===== src/sust_pkg.sv =====
// Shared types and codes for the sorted unique set table.
// Holds the request/result transaction structs, request and status codes, FSM states.
// No dependencies.
package sust_pkg;

    localparam logic [2:0] REQ_INSERT = 3'd0;
    localparam logic [2:0] REQ_DELETE = 3'd1;
    localparam logic [2:0] REQ_FIND   = 3'd2;
    localparam logic [2:0] REQ_CLEAR  = 3'd3;
    localparam logic [2:0] REQ_PRINT  = 3'd4;
    localparam logic [2:0] REQ_EXIT   = 3'd5;

    localparam logic [3:0] ST_INSERTED = 4'd0;
    localparam logic [3:0] ST_DELETED  = 4'd1;
    localparam logic [3:0] ST_FOUND    = 4'd2;
    localparam logic [3:0] ST_ABSENT   = 4'd3;
    localparam logic [3:0] ST_NONPOS   = 4'd4;
    localparam logic [3:0] ST_DUP      = 4'd5;
    localparam logic [3:0] ST_DELMISS  = 4'd6;
    localparam logic [3:0] ST_CLEARED  = 4'd7;
    localparam logic [3:0] ST_HEADER   = 4'd8;
    localparam logic [3:0] ST_ENTRY    = 4'd9;
    localparam logic [3:0] ST_GOODBYE  = 4'd10;
    localparam logic [3:0] ST_UNKNOWN  = 4'd11;

    // stored entry: 31-bit positive value above a 32-bit stamp
    localparam int ENTRY_W = 63;

    typedef struct packed {
        logic [2:0]         req_type;
        logic signed [31:0] value;
        logic [31:0]        now;
    } t_req;

    typedef struct packed {
        logic [3:0]         status;
        logic signed [31:0] result_value;
        logic [31:0]        stamp;
        logic               last;
    } t_res;

    typedef enum logic [3:0] {
        S_IDLE,
        S_DECODE,
        S_SCAN,
        S_SCAN_CMP,
        S_INS_RD,
        S_INS_WR,
        S_DEL_RD,
        S_DEL_WR,
        S_PR_RD,
        S_PR_CAP,
        S_EMIT
    } t_state;

endpackage


===== src/sorted_unique_set_table.sv =====
// Sorted unique set table: top level, with the entry memory and its sequencer.
// Depends on sust_pkg.
//
// Usage:
//   Request channel (i_in_valid / o_in_stall / i_in) carries one command per
//   transaction: insert, delete, find, delete all, print all, exit.
//   Result channel (o_out_valid / i_out_stall / o_out) returns one result per
//   command, or a header plus one result per entry for print all; the final
//   result of each command has last set.
//   One command is processed at a time; o_in_stall is high while it runs.
//   Entries live in one CAPACITY x 63-bit synchronous memory (registered read).
//   Exit, unknown codes, delete all and a nonpositive operand do not touch
//   the memory; find and duplicate scan entries up to the sorted position;
//   insert and delete scan, then shift the later entries to open or close a
//   slot; print all reads each entry in turn. The memory port (one access per
//   cycle) and the linear position scan set how long a command runs. The
//   result register lets a new command be accepted while the previous
//   result waits; a stalled receiver only holds the sequencer when it has
//   another result to hand over.
//   Reset empties the set at once (entry count cleared); no clearing pass.
module sorted_unique_set_table #(
    parameter int CAPACITY = 32
) (
    input  logic          i_clk,
    input  logic          i_rst_n,
    input  logic          i_in_valid,
    output logic          o_in_stall,
    input  sust_pkg::t_req i_in,
    output logic          o_out_valid,
    input  logic          i_out_stall,
    output sust_pkg::t_res o_out
);
    import sust_pkg::*;

    localparam int CW = $clog2(CAPACITY + 1);
    localparam int AW = (CAPACITY > 1) ? $clog2(CAPACITY) : 1;

    logic [ENTRY_W-1:0] mem [CAPACITY];

    t_state             r_state, n_state;
    t_req               r_req, n_req;
    logic [CW-1:0]      r_count, n_count;
    logic [CW-1:0]      r_idx, n_idx;
    logic [CW-1:0]      r_pos, n_pos;
    t_res               r_res, n_res;
    logic               r_out_valid;
    t_res               r_out;
    logic [ENTRY_W-1:0] r_rd_data;

    logic               mem_we, mem_re;
    logic [AW-1:0]      mem_wa, mem_ra;
    logic [ENTRY_W-1:0] mem_wd;
    logic               emit;
    logic               scan_done, scan_match;
    logic               positive, out_free;
    logic [30:0]        v31, rd_val;
    logic [31:0]        rd_stamp;
    logic [CW-1:0]      idx_inc, idx_dec;

    assign v31      = r_req.value[30:0];
    assign positive = (r_req.value != 32'sd0) && !r_req.value[31];
    assign rd_val   = r_rd_data[ENTRY_W-1:32];
    assign rd_stamp = r_rd_data[31:0];
    assign out_free = !r_out_valid || !i_out_stall;
    assign idx_inc  = r_idx + 1'b1;
    assign idx_dec  = r_idx - 1'b1;

    always_comb begin
        n_state    = r_state;
        n_req      = r_req;
        n_count    = r_count;
        n_idx      = r_idx;
        n_pos      = r_pos;
        n_res      = r_res;
        mem_we     = 1'b0;
        mem_wa     = '0;
        mem_wd     = '0;
        mem_re     = 1'b0;
        mem_ra     = '0;
        emit       = 1'b0;
        scan_done  = 1'b0;
        scan_match = 1'b0;

        case (r_state)
            S_IDLE: begin
                if (i_in_valid) begin
                    n_req   = i_in;
                    n_state = S_DECODE;
                end
            end
            S_DECODE: begin
                n_idx              = '0;
                n_state            = S_EMIT;
                n_res.status       = ST_UNKNOWN;
                n_res.result_value = 32'sd0;
                n_res.stamp        = 32'd0;
                n_res.last         = 1'b1;
                case (r_req.req_type)
                    REQ_INSERT, REQ_DELETE, REQ_FIND: begin
                        n_res.result_value = r_req.value;
                        if (positive) begin
                            n_state = S_SCAN;
                        end else if (r_req.req_type == REQ_INSERT) begin
                            n_res.status = ST_NONPOS;
                        end else if (r_req.req_type == REQ_DELETE) begin
                            n_res.status = ST_DELMISS;
                        end else begin
                            n_res.status = ST_ABSENT;
                        end
                    end
                    REQ_CLEAR: begin
                        n_count      = '0;
                        n_res.status = ST_CLEARED;
                    end
                    REQ_PRINT: begin
                        n_res.status = ST_HEADER;
                        n_res.last   = (r_count == '0);
                    end
                    REQ_EXIT: begin
                        n_res.status = ST_GOODBYE;
                    end
                    default: begin
                        n_res.status = ST_UNKNOWN;
                    end
                endcase
            end
            S_SCAN: begin
                if (r_idx == r_count) begin
                    scan_done = 1'b1;
                end else begin
                    mem_re  = 1'b1;
                    mem_ra  = r_idx[AW-1:0];
                    n_state = S_SCAN_CMP;
                end
            end
            S_SCAN_CMP: begin
                if (rd_val < v31) begin
                    n_idx   = idx_inc;
                    n_state = S_SCAN;
                end else begin
                    scan_done  = 1'b1;
                    scan_match = (rd_val == v31);
                end
            end
            S_INS_RD: begin
                if (r_idx == r_pos) begin
                    mem_we             = 1'b1;
                    mem_wa             = r_pos[AW-1:0];
                    mem_wd             = {v31, r_req.now};
                    n_count            = r_count + 1'b1;
                    n_res.status       = ST_INSERTED;
                    n_res.result_value = r_req.value;
                    n_res.stamp        = r_req.now;
                    n_res.last         = 1'b1;
                    n_state            = S_EMIT;
                end else begin
                    mem_re  = 1'b1;
                    mem_ra  = idx_dec[AW-1:0];
                    n_state = S_INS_WR;
                end
            end
            S_INS_WR: begin
                // shift one entry up toward the free slot
                mem_we  = 1'b1;
                mem_wa  = r_idx[AW-1:0];
                mem_wd  = r_rd_data;
                n_idx   = idx_dec;
                n_state = S_INS_RD;
            end
            S_DEL_RD: begin
                if (idx_inc >= r_count) begin
                    n_count            = r_count - 1'b1;
                    n_res.status       = ST_DELETED;
                    n_res.result_value = r_req.value;
                    n_res.stamp        = 32'd0;
                    n_res.last         = 1'b1;
                    n_state            = S_EMIT;
                end else begin
                    mem_re  = 1'b1;
                    mem_ra  = idx_inc[AW-1:0];
                    n_state = S_DEL_WR;
                end
            end
            S_DEL_WR: begin
                // close the gap left by the deleted entry
                mem_we  = 1'b1;
                mem_wa  = r_idx[AW-1:0];
                mem_wd  = r_rd_data;
                n_idx   = idx_inc;
                n_state = S_DEL_RD;
            end
            S_PR_RD: begin
                mem_re  = 1'b1;
                mem_ra  = r_idx[AW-1:0];
                n_state = S_PR_CAP;
            end
            S_PR_CAP: begin
                n_res.status       = ST_ENTRY;
                n_res.result_value = {1'b0, rd_val};
                n_res.stamp        = rd_stamp;
                n_res.last         = (idx_inc == r_count);
                n_idx              = idx_inc;
                n_state            = S_EMIT;
            end
            S_EMIT: begin
                if (out_free) begin
                    emit    = 1'b1;
                    n_state = r_res.last ? S_IDLE : S_PR_RD;
                end
            end
            default: begin
                n_state = S_IDLE;
            end
        endcase

        // position found: r_idx is the first entry not below the operand
        if (scan_done) begin
            n_pos              = r_idx;
            n_state            = S_EMIT;
            n_res.result_value = r_req.value;
            n_res.stamp        = 32'd0;
            n_res.last         = 1'b1;
            case (r_req.req_type)
                REQ_INSERT: begin
                    if (scan_match) begin
                        n_res.status = ST_DUP;
                    end else if (r_count >= CW'(CAPACITY)) begin
                        n_res.status = ST_UNKNOWN;
                    end else begin
                        n_idx   = r_count;
                        n_state = S_INS_RD;
                    end
                end
                REQ_DELETE: begin
                    if (scan_match) begin
                        n_state = S_DEL_RD;
                    end else begin
                        n_res.status = ST_DELMISS;
                    end
                end
                default: begin
                    n_res.status = scan_match ? ST_FOUND : ST_ABSENT;
                end
            endcase
        end
    end

    always_ff @(posedge i_clk) begin
        if (mem_we) begin
            mem[mem_wa] <= mem_wd;
        end
        if (mem_re) begin
            r_rd_data <= mem[mem_ra];
        end
    end

    always_ff @(posedge i_clk) begin
        if (!i_rst_n) begin
            r_state     <= S_IDLE;
            r_count     <= '0;
            r_out_valid <= 1'b0;
        end else begin
            r_state <= n_state;
            r_count <= n_count;
            if (emit) begin
                r_out_valid <= 1'b1;
            end else if (!i_out_stall) begin
                r_out_valid <= 1'b0;
            end
        end
    end

    always_ff @(posedge i_clk) begin
        r_req <= n_req;
        r_idx <= n_idx;
        r_pos <= n_pos;
        r_res <= n_res;
        if (emit) begin
            r_out <= r_res;
        end
    end

    assign o_in_stall  = (r_state != S_IDLE);
    assign o_out_valid = r_out_valid;
    assign o_out       = r_out;

    a_count_bound: assert property (@(posedge i_clk) disable iff (!i_rst_n)
        r_count <= CW'(CAPACITY))
        else $error("entry count above capacity");

    a_emit_free: assert property (@(posedge i_clk) disable iff (!i_rst_n)
        emit |-> (!r_out_valid || !i_out_stall))
        else $error("result overwritten while stalled");

    a_accept_busy: assert property (@(posedge i_clk) disable iff (!i_rst_n)
        (i_in_valid && !o_in_stall) |=> o_in_stall)
        else $error("second transaction taken while busy");

    a_count_step: assert property (@(posedge i_clk) disable iff (!i_rst_n)
        !$stable(r_count) |-> (r_count == '0 || r_count == $past(r_count) + 1'b1
                               || r_count == $past(r_count) - 1'b1))
        else $error("entry count jumped");

endmodule


===== config.mk =====
export PLATFORM = sky130hd
export DESIGN_NAME = sorted_unique_set_table
export DESIGN_NICKNAME = d
export VERILOG_FILES = /design/src/sust_pkg.sv /design/src/sorted_unique_set_table.sv
export SDC_FILE = /design/constraint.sdc
export NUM_CORES = 2
export LEC_CHECK = 0
export BUFFER_PORTS_ARGS = -buffer_cell sky130_fd_sc_hd__buf_2
export CORE_MARGIN = 2
export CORE_UTILIZATION = 28
export DETAILED_ROUTE_END_ITERATION = 8
export SKIP_LAST_GASP = 1
export SYNTH_ARGS = -nofsm -noshare
export SYNTH_HDL_FRONTEND = slang
export SYNTH_SLANG_ARGS = --single-unit

===== constraint.sdc =====
create_clock -name i_clk -period 6.1 [get_ports i_clk]
set_input_delay 0.61 -clock i_clk [delete_from_list [all_inputs] [get_ports i_clk]]
set_output_delay 0.61 -clock i_clk [all_outputs]
set_load 0.01 [all_outputs]

**After elaboration in Yosys (flattened, before gate mapping)**

Memories as Yosys holds them, arrays and structs flattened. A register that Yosys moved wholly into a read port is not among the register bits.
Index checks and enable logic that the tools add are counted.

- Add/sub/neg operators: 4
- Magnitude comparators: 3
- Equal/unequal tests: 29
- Mux-type cells: 65
- Reduce and logical (&&, ||, !) cells: 21

Operators with widths:

| kind | number |
|---|---|
| $pmux 69 s4 | 1 |
| $mux 69 | 3 |
| $pmux 63 s2 | 1 |
| $mux 4 | 18 |
| $mux 63 | 1 |
| $mux 6 | 8 |
| $pmux 4 s11 | 1 |
| $mux 32 | 1 |
| $reduce_bool 32->1 | 1 |
| $eq 31x31->1 | 1 |
| $lt 31x31->1 | 1 |
| $pmux 6 s4 | 1 |
| $mux 5 | 4 |
| $pmux 5 s4 | 1 |
| $eq 6x6->1 | 3 |
| $ne 3x3->1 const B | 6 |
| $pmux 6 s3 | 1 |
| $eq 4x3->1 const B | 4 |
| $mux 1 | 16 |
| $pmux 4 s2 | 2 |
| $pmux 4 s4 | 1 |
| $add 6x1->6 const B | 2 |
| $eq 4x4->1 const B | 3 |
| $sub 6x1->6 const B | 2 |
| other kinds (27) | 39 |

- Register bits: 228
- Bits in writable memories: 2016
- Bits of input ports: 71
- Output and inout port bits: 71
- Logic and storage cells: 139
- Memories kept: 1

Memory list:

| name | depth | bits a word | rd ports | clocked after Yosys merged registers in | write ports | RTL line | source |
|---|---|---|---|---|---|---|---|
| mem | 32 | 63 | 1 | 1 | 1 | sorted_unique_set_table.sv:38 | `logic [ENTRY_W-1:0] mem [CAPACITY];` |

**Logic depth before layout (Yosys ltp)**

- Depth in word-level cells: 10
- Depth in mapped cells: 19

**Worst setup path before layout**

No wires, ideal clock.

- Kind: register to register
- Start point: register r_idx[0]
- End point: memory mem[12][0] (enable)
- Setup time: 484 ps
- Data arrival time: 4641 ps
- Data required time: 5616 ps
- Path slack: 975 ps
- Cell stages (with the launch flop): 10
- Path buffers: 3
- Cells stage by stage: dfxtp_1 > buf_2 > xor2_1 > nor4_4 > and3_1 > clkbuf_1 > clkbuf_1 > a22o_1 > nand2_1 > nor2_1

- Longest elaborated chain between the ends: 5
- Elaborated cells between the ends (all ways): 7
- Classes of those cells: eq/ne: 1; mux: 6

Ends and longest elaborated chain:

| what | RTL line | source |
|---|---|---|
| start, declared | sorted_unique_set_table.sv:43 | `logic [CW-1:0] r_idx, n_idx;` |
| start signal, assigned | sorted_unique_set_table.sv:275 | `r_idx <= n_idx;` |
| $eq 6x6->1 | sorted_unique_set_table.sv:146 | `if (r_idx == r_pos) begin` |
| $mux 1 | sorted_unique_set_table.sv:146 |  |
| $pmux 1 s2 | sorted_unique_set_table.sv:84 | `case (r_state)` |
| $mux 1 | sorted_unique_set_table.sv:249 | `if (mem_we) begin` |
| $mux 1 (not written as such) | sorted_unique_set_table.sv:250 | `mem[mem_wa] <= mem_wd;` |
| end, declared | sorted_unique_set_table.sv:38 |  |

Several ways; a longest one is shown, not always the timed one.

**Worst setup path after layout**

- Start point: register r_idx[1]
- End point: register r_rd_data[28] (read register of mem) (data pin)

- Longest elaborated chain between the ends: 4
- Elaborated cells between the ends (all ways): 13
- Classes of those cells: add/sub: 2; order compare: 1; eq/ne: 2; mux: 8

Ends and longest elaborated chain:

| what | RTL line | source |
|---|---|---|
| $add 6x1->6 | sorted_unique_set_table.sv:65 | `assign idx_inc = r_idx + 1'b1;` |
| $ge 6x6->1 | sorted_unique_set_table.sv:171 | `if (idx_inc >= r_count) begin` |
| $mux 5 or $mux 1 (tied branches) | sorted_unique_set_table.sv:171 |  |
| $pmux 5 s4 or $pmux 1 s4 (tied branches) | sorted_unique_set_table.sv:84 |  |
| end, declared | sorted_unique_set_table.sv:48 | `logic [ENTRY_W-1:0] r_rd_data;` |

Several ways; a longest one is shown, not always the timed one.
A chain may end at the register's enable or synchronous reset.

==> metrics <==
Seq cells post-synth=about 2300; # DRC=0; Final Routed Wirelength=roughly 280000 um; WHS Endpoint=r_state[2]; largest family of logic cells by synthesized area=simple AND/OR/NAND/NOR gates; Pleak=36.32 nW; RSZ-0062 raised after global routing=false; die area=roughly 330000 sq um; post-route ant nets=0; Syn Inst Count=between 6000 and 7000; FP Rows=210; gpl congestion=around 0.84; first-pass GRT wire length=397700 um; compound-gate portion of the synthesized area=5.601%; vias per cell=5.146; clk sinks=2307; Clock Path Buffers=3; clock latency on the worst-skew pair=0.90 ns; launching point of the worst reg2reg path=r_idx[1]; Worst setup SP type=flop; pre-CTS WS=roughly 1 ns; drt pass-1 iters=6; Critical Path End Type=flop; crit path max fanout=between 50 and 60; nets=between 7000 and 8000; final core utilization=32.76%; synthesis-to-layout area growth=16.59%; largest net degree at the start of global routing=117; min-delay src=i_rst_n; Max-Cap Viols=0; layout cells sized above 1=a little under an eighth; status=finished, final reports clean; adder-cell share of the synthesized area=less than 1%; Netlist cell types=75; worst r2r path cells=16; gr usage total=16.19%; post-route setup slack=0.8628 ns; reg2reg end=r_rd_data[28]; Iter 0 DRT Violations=7446; initial antenna violation count=8; fill count=31431; Rel. slew slack=9.553%; die boundary height=576.5 um; minimum clock period=approximately 5.2 ns; Area after DPL=roughly 100000 sq um; area of the core=326600 sq um; Req. time, crit path=6.66 ns; design area=around 110000 sq um; Congestion Overflow GR=0; Port Buffers=141; H-tree depth=4; xor and xnor area share after synthesis=0.2004%; sequential share of the synthesized area=74.90%; IR drop worst, VDD=approximately 360 uV; FMAX=0.1909 GHz; Starting Density=28.10%; worst min path class=in2reg; HPWL Detailed=around 150000 um; Syn. warnings=0; total CTS buffers=225; Least-Margin Pin Slew=roughly 1.4 ns; final setup skew=approximately 0.045 ns; WHS Path Cells=2; Post-Synth Simple-Gate Area=between 10 and 15%; setup_tns=0 ns; main flop type after synthesis=edfxtp_1; mux contribution to synthesized area=2.190%; Post-synth EDFFs=approximately 2300; WL/cell=24.11 um; Max Slew Vio Count=0; setup slack, reg-to-reg=0.86 ns; I/O Pins=142; Root Buffer=clkbuf_16; Crit Path Class=reg2reg; total number of vias=just under 60000; Critical Path AT=around 5.8 ns; P per Cell Area=416.9 nW/um^2; Die W=576.5 um; FFs w/ async S/R, synth=0%; Syn Area/Cell=13.65 sq um; syn nets=6837; vias in the first global route=56049; Post-Syn Area=91760 sq um; Final Hold Vio Count=0; Tcrit/Tclk final=about 86%; CTS tree=built; Clk pin slew, worst setup/hold paths=0.06 ns; setup violators final=0
==> registers in the layout, indices dropped and copies added (netlist names) <==
| register | flops |
|---|---|
| mem | 2016 |
| o_out | 69 |
| o_out_valid | 1 |
| r_count | 6 |
| r_idx | 6 |
| r_pos | 6 |
| r_rd_data | 63 |
| r_req | 67 |
| r_res | 69 |
| r_state | 4 |
==> layout make-up <==
type / instances / area (sq um) / area share, %
Clock buffer: 279 / 5954 / 5.565
Timing Repair Buffer: 425 / 3894 / 3.639
Clock inverter: 144 / 1403 / 1.311
Inverter: 51 / 191.4 / 0.1789
Antenna cell: 9 / 22.52 / 0.02105
Tap cell: 4346 / 5438 / 5.082
Sequential cell: 2307 / 68740 / 64.24
Multi-Input combinational cell: 3921 / 21350 / 19.96
==> cells in the final DEF, fill, tap and decap left out, types with 21 or more instances in the layout <==
cell type         n
edfxtp_1       2253
nand2_1        1807
nand3_1         807
clkbuf_16       226
and3_1          187
mux2i_1         167
buf_4           146
buf_2           141
a31oi_1         110
a311oi_1         78
buf_12           71
dlygate4sd3_1    67
a22o_1           65
nor2_1           64
dfxtp_1          54
inv_1            50
o221ai_1         49
clkinv_2         47
clkinv_1         46
a21oi_1          45
ha_1             43
clkbuf_1         43
o31ai_1          41
a32o_1           40
nor2_4           38
a222oi_1         33
mux2_2           30
o21ai_0          28
nand4_1          23
a32oi_1          21
==> cells by family (layout without fill, tap and decap cells) <==
kind of cell    Yosys count  count (layout)
compound gates          663             663
xor+xnor                 21              21
fa+ha+maj                44              44
buf+inv                 494             899
flops                  2307            2307
mux                     197             197
other cells               0               9
simple gates           2996            2996
==> metal layers <==
metal / wire [um] / GRT usage [%] / vias to the layer above
li1: - / - / 25570
met1: 112100 / 21.82 / 30037
met2: 130500 / 26.25 / 2959
met3: 24270 / 2.547 / 515
met4: 10030 / 6.036 / 0
met5: 0 / 0 / -
==> how the worst max path moves through the flow <==
stage,endpoint,startpoint,depth (start not counted),slack [ns]
3_5_place_dp,r_rd_data[28],r_idx[1],16,1.0
6_report,r_rd_data[28],r_idx[1],16,0.86
5_1_grt,r_rd_data[0],r_idx[1],13,0.59
2_1_floorplan,mem[12][0],r_idx[0],9,0.98
4_1_cts,r_rd_data[28],r_idx[1],16,0.98
3_3_place_gp,r_rd_data[28],r_idx[1],16,0.92
==> synth_stat cells (all sizes together) (12+ instances only) <==
library cell / instances / area, sq um
and3: 189 / 1182
nor4: 13 / 96.34
nor3: 13 / 65.06
o31ai: 41 / 307.8
clkbuf: 281 / 1056
ha: 43 / 538.0
nand3: 811 / 4059
o221ai: 49 / 429.2
mux2i: 167 / 1672
a32oi: 21 / 183.9
o21ai: 62 / 314.0
a22o: 65 / 569.3
a31oi: 111 / 709.4
a221o: 15 / 150.1
inv: 51 / 191.4
a32o: 40 / 400.4
xor2: 13 / 113.9
buf: 162 / 904.6
dfxtp: 54 / 1081
a21o: 12 / 90.09
a311oi: 78 / 683.2
nand4: 23 / 143.9
nor2: 102 / 387.9
a22oi: 15 / 112.6
a222oi: 33 / 330.3
edfxtp: 2253 / 67650
mux2: 30 / 337.8
nand2: 1808 / 6787
a21oi: 48 / 240.2
==> power breakdown <==
part / total (mW) / internal [mW] / leakage (nW) / switching [mW]
combinational: 11.2 / 3.77 / 14.3 / 7.45
clock: 13.8 / 7.78 / 3.59 / 6.01
sequential: 19.6 / 18.6 / 18.4 / 0.978
==> stage by stage <==
step	total power [mW]	std cells	hold WS, ns
floorplan	25.79	6722	0.4003
global placement	30.77	10983	0.4045
detailed placement	30.94	10983	0.4052
CTS	44.66	11473	0.02774
global route	46.32	11480	0.06350
finish	44.61	11482	0.08838
==> critical path, cell delays in order (launching register included) <==
cell and delay, ns:
dfxtp_1 0.66, ha_1 0.35, nand3_1 0.12, xor2_1 0.30
inv_1 0.11, ha_1 0.31, o21ai_0 0.11, o211a_1 0.26
o21ai_1 0.09, buf_4 0.21, nand2b_1 0.15, o311a_1 0.58
nor2_4 0.28, buf_12 0.25, and3_1 0.27, o31ai_1 0.47
o221ai_1 0.23
==> what timing repair did <==
item                                    CTS  global route
endpoints found under the hold margin    67             0
endpoints found under the setup margin    0             0
hold buffers                             67             0
setup buffers                             0             0
resized for setup                         0             0
(Power assumes the default switching activity.)
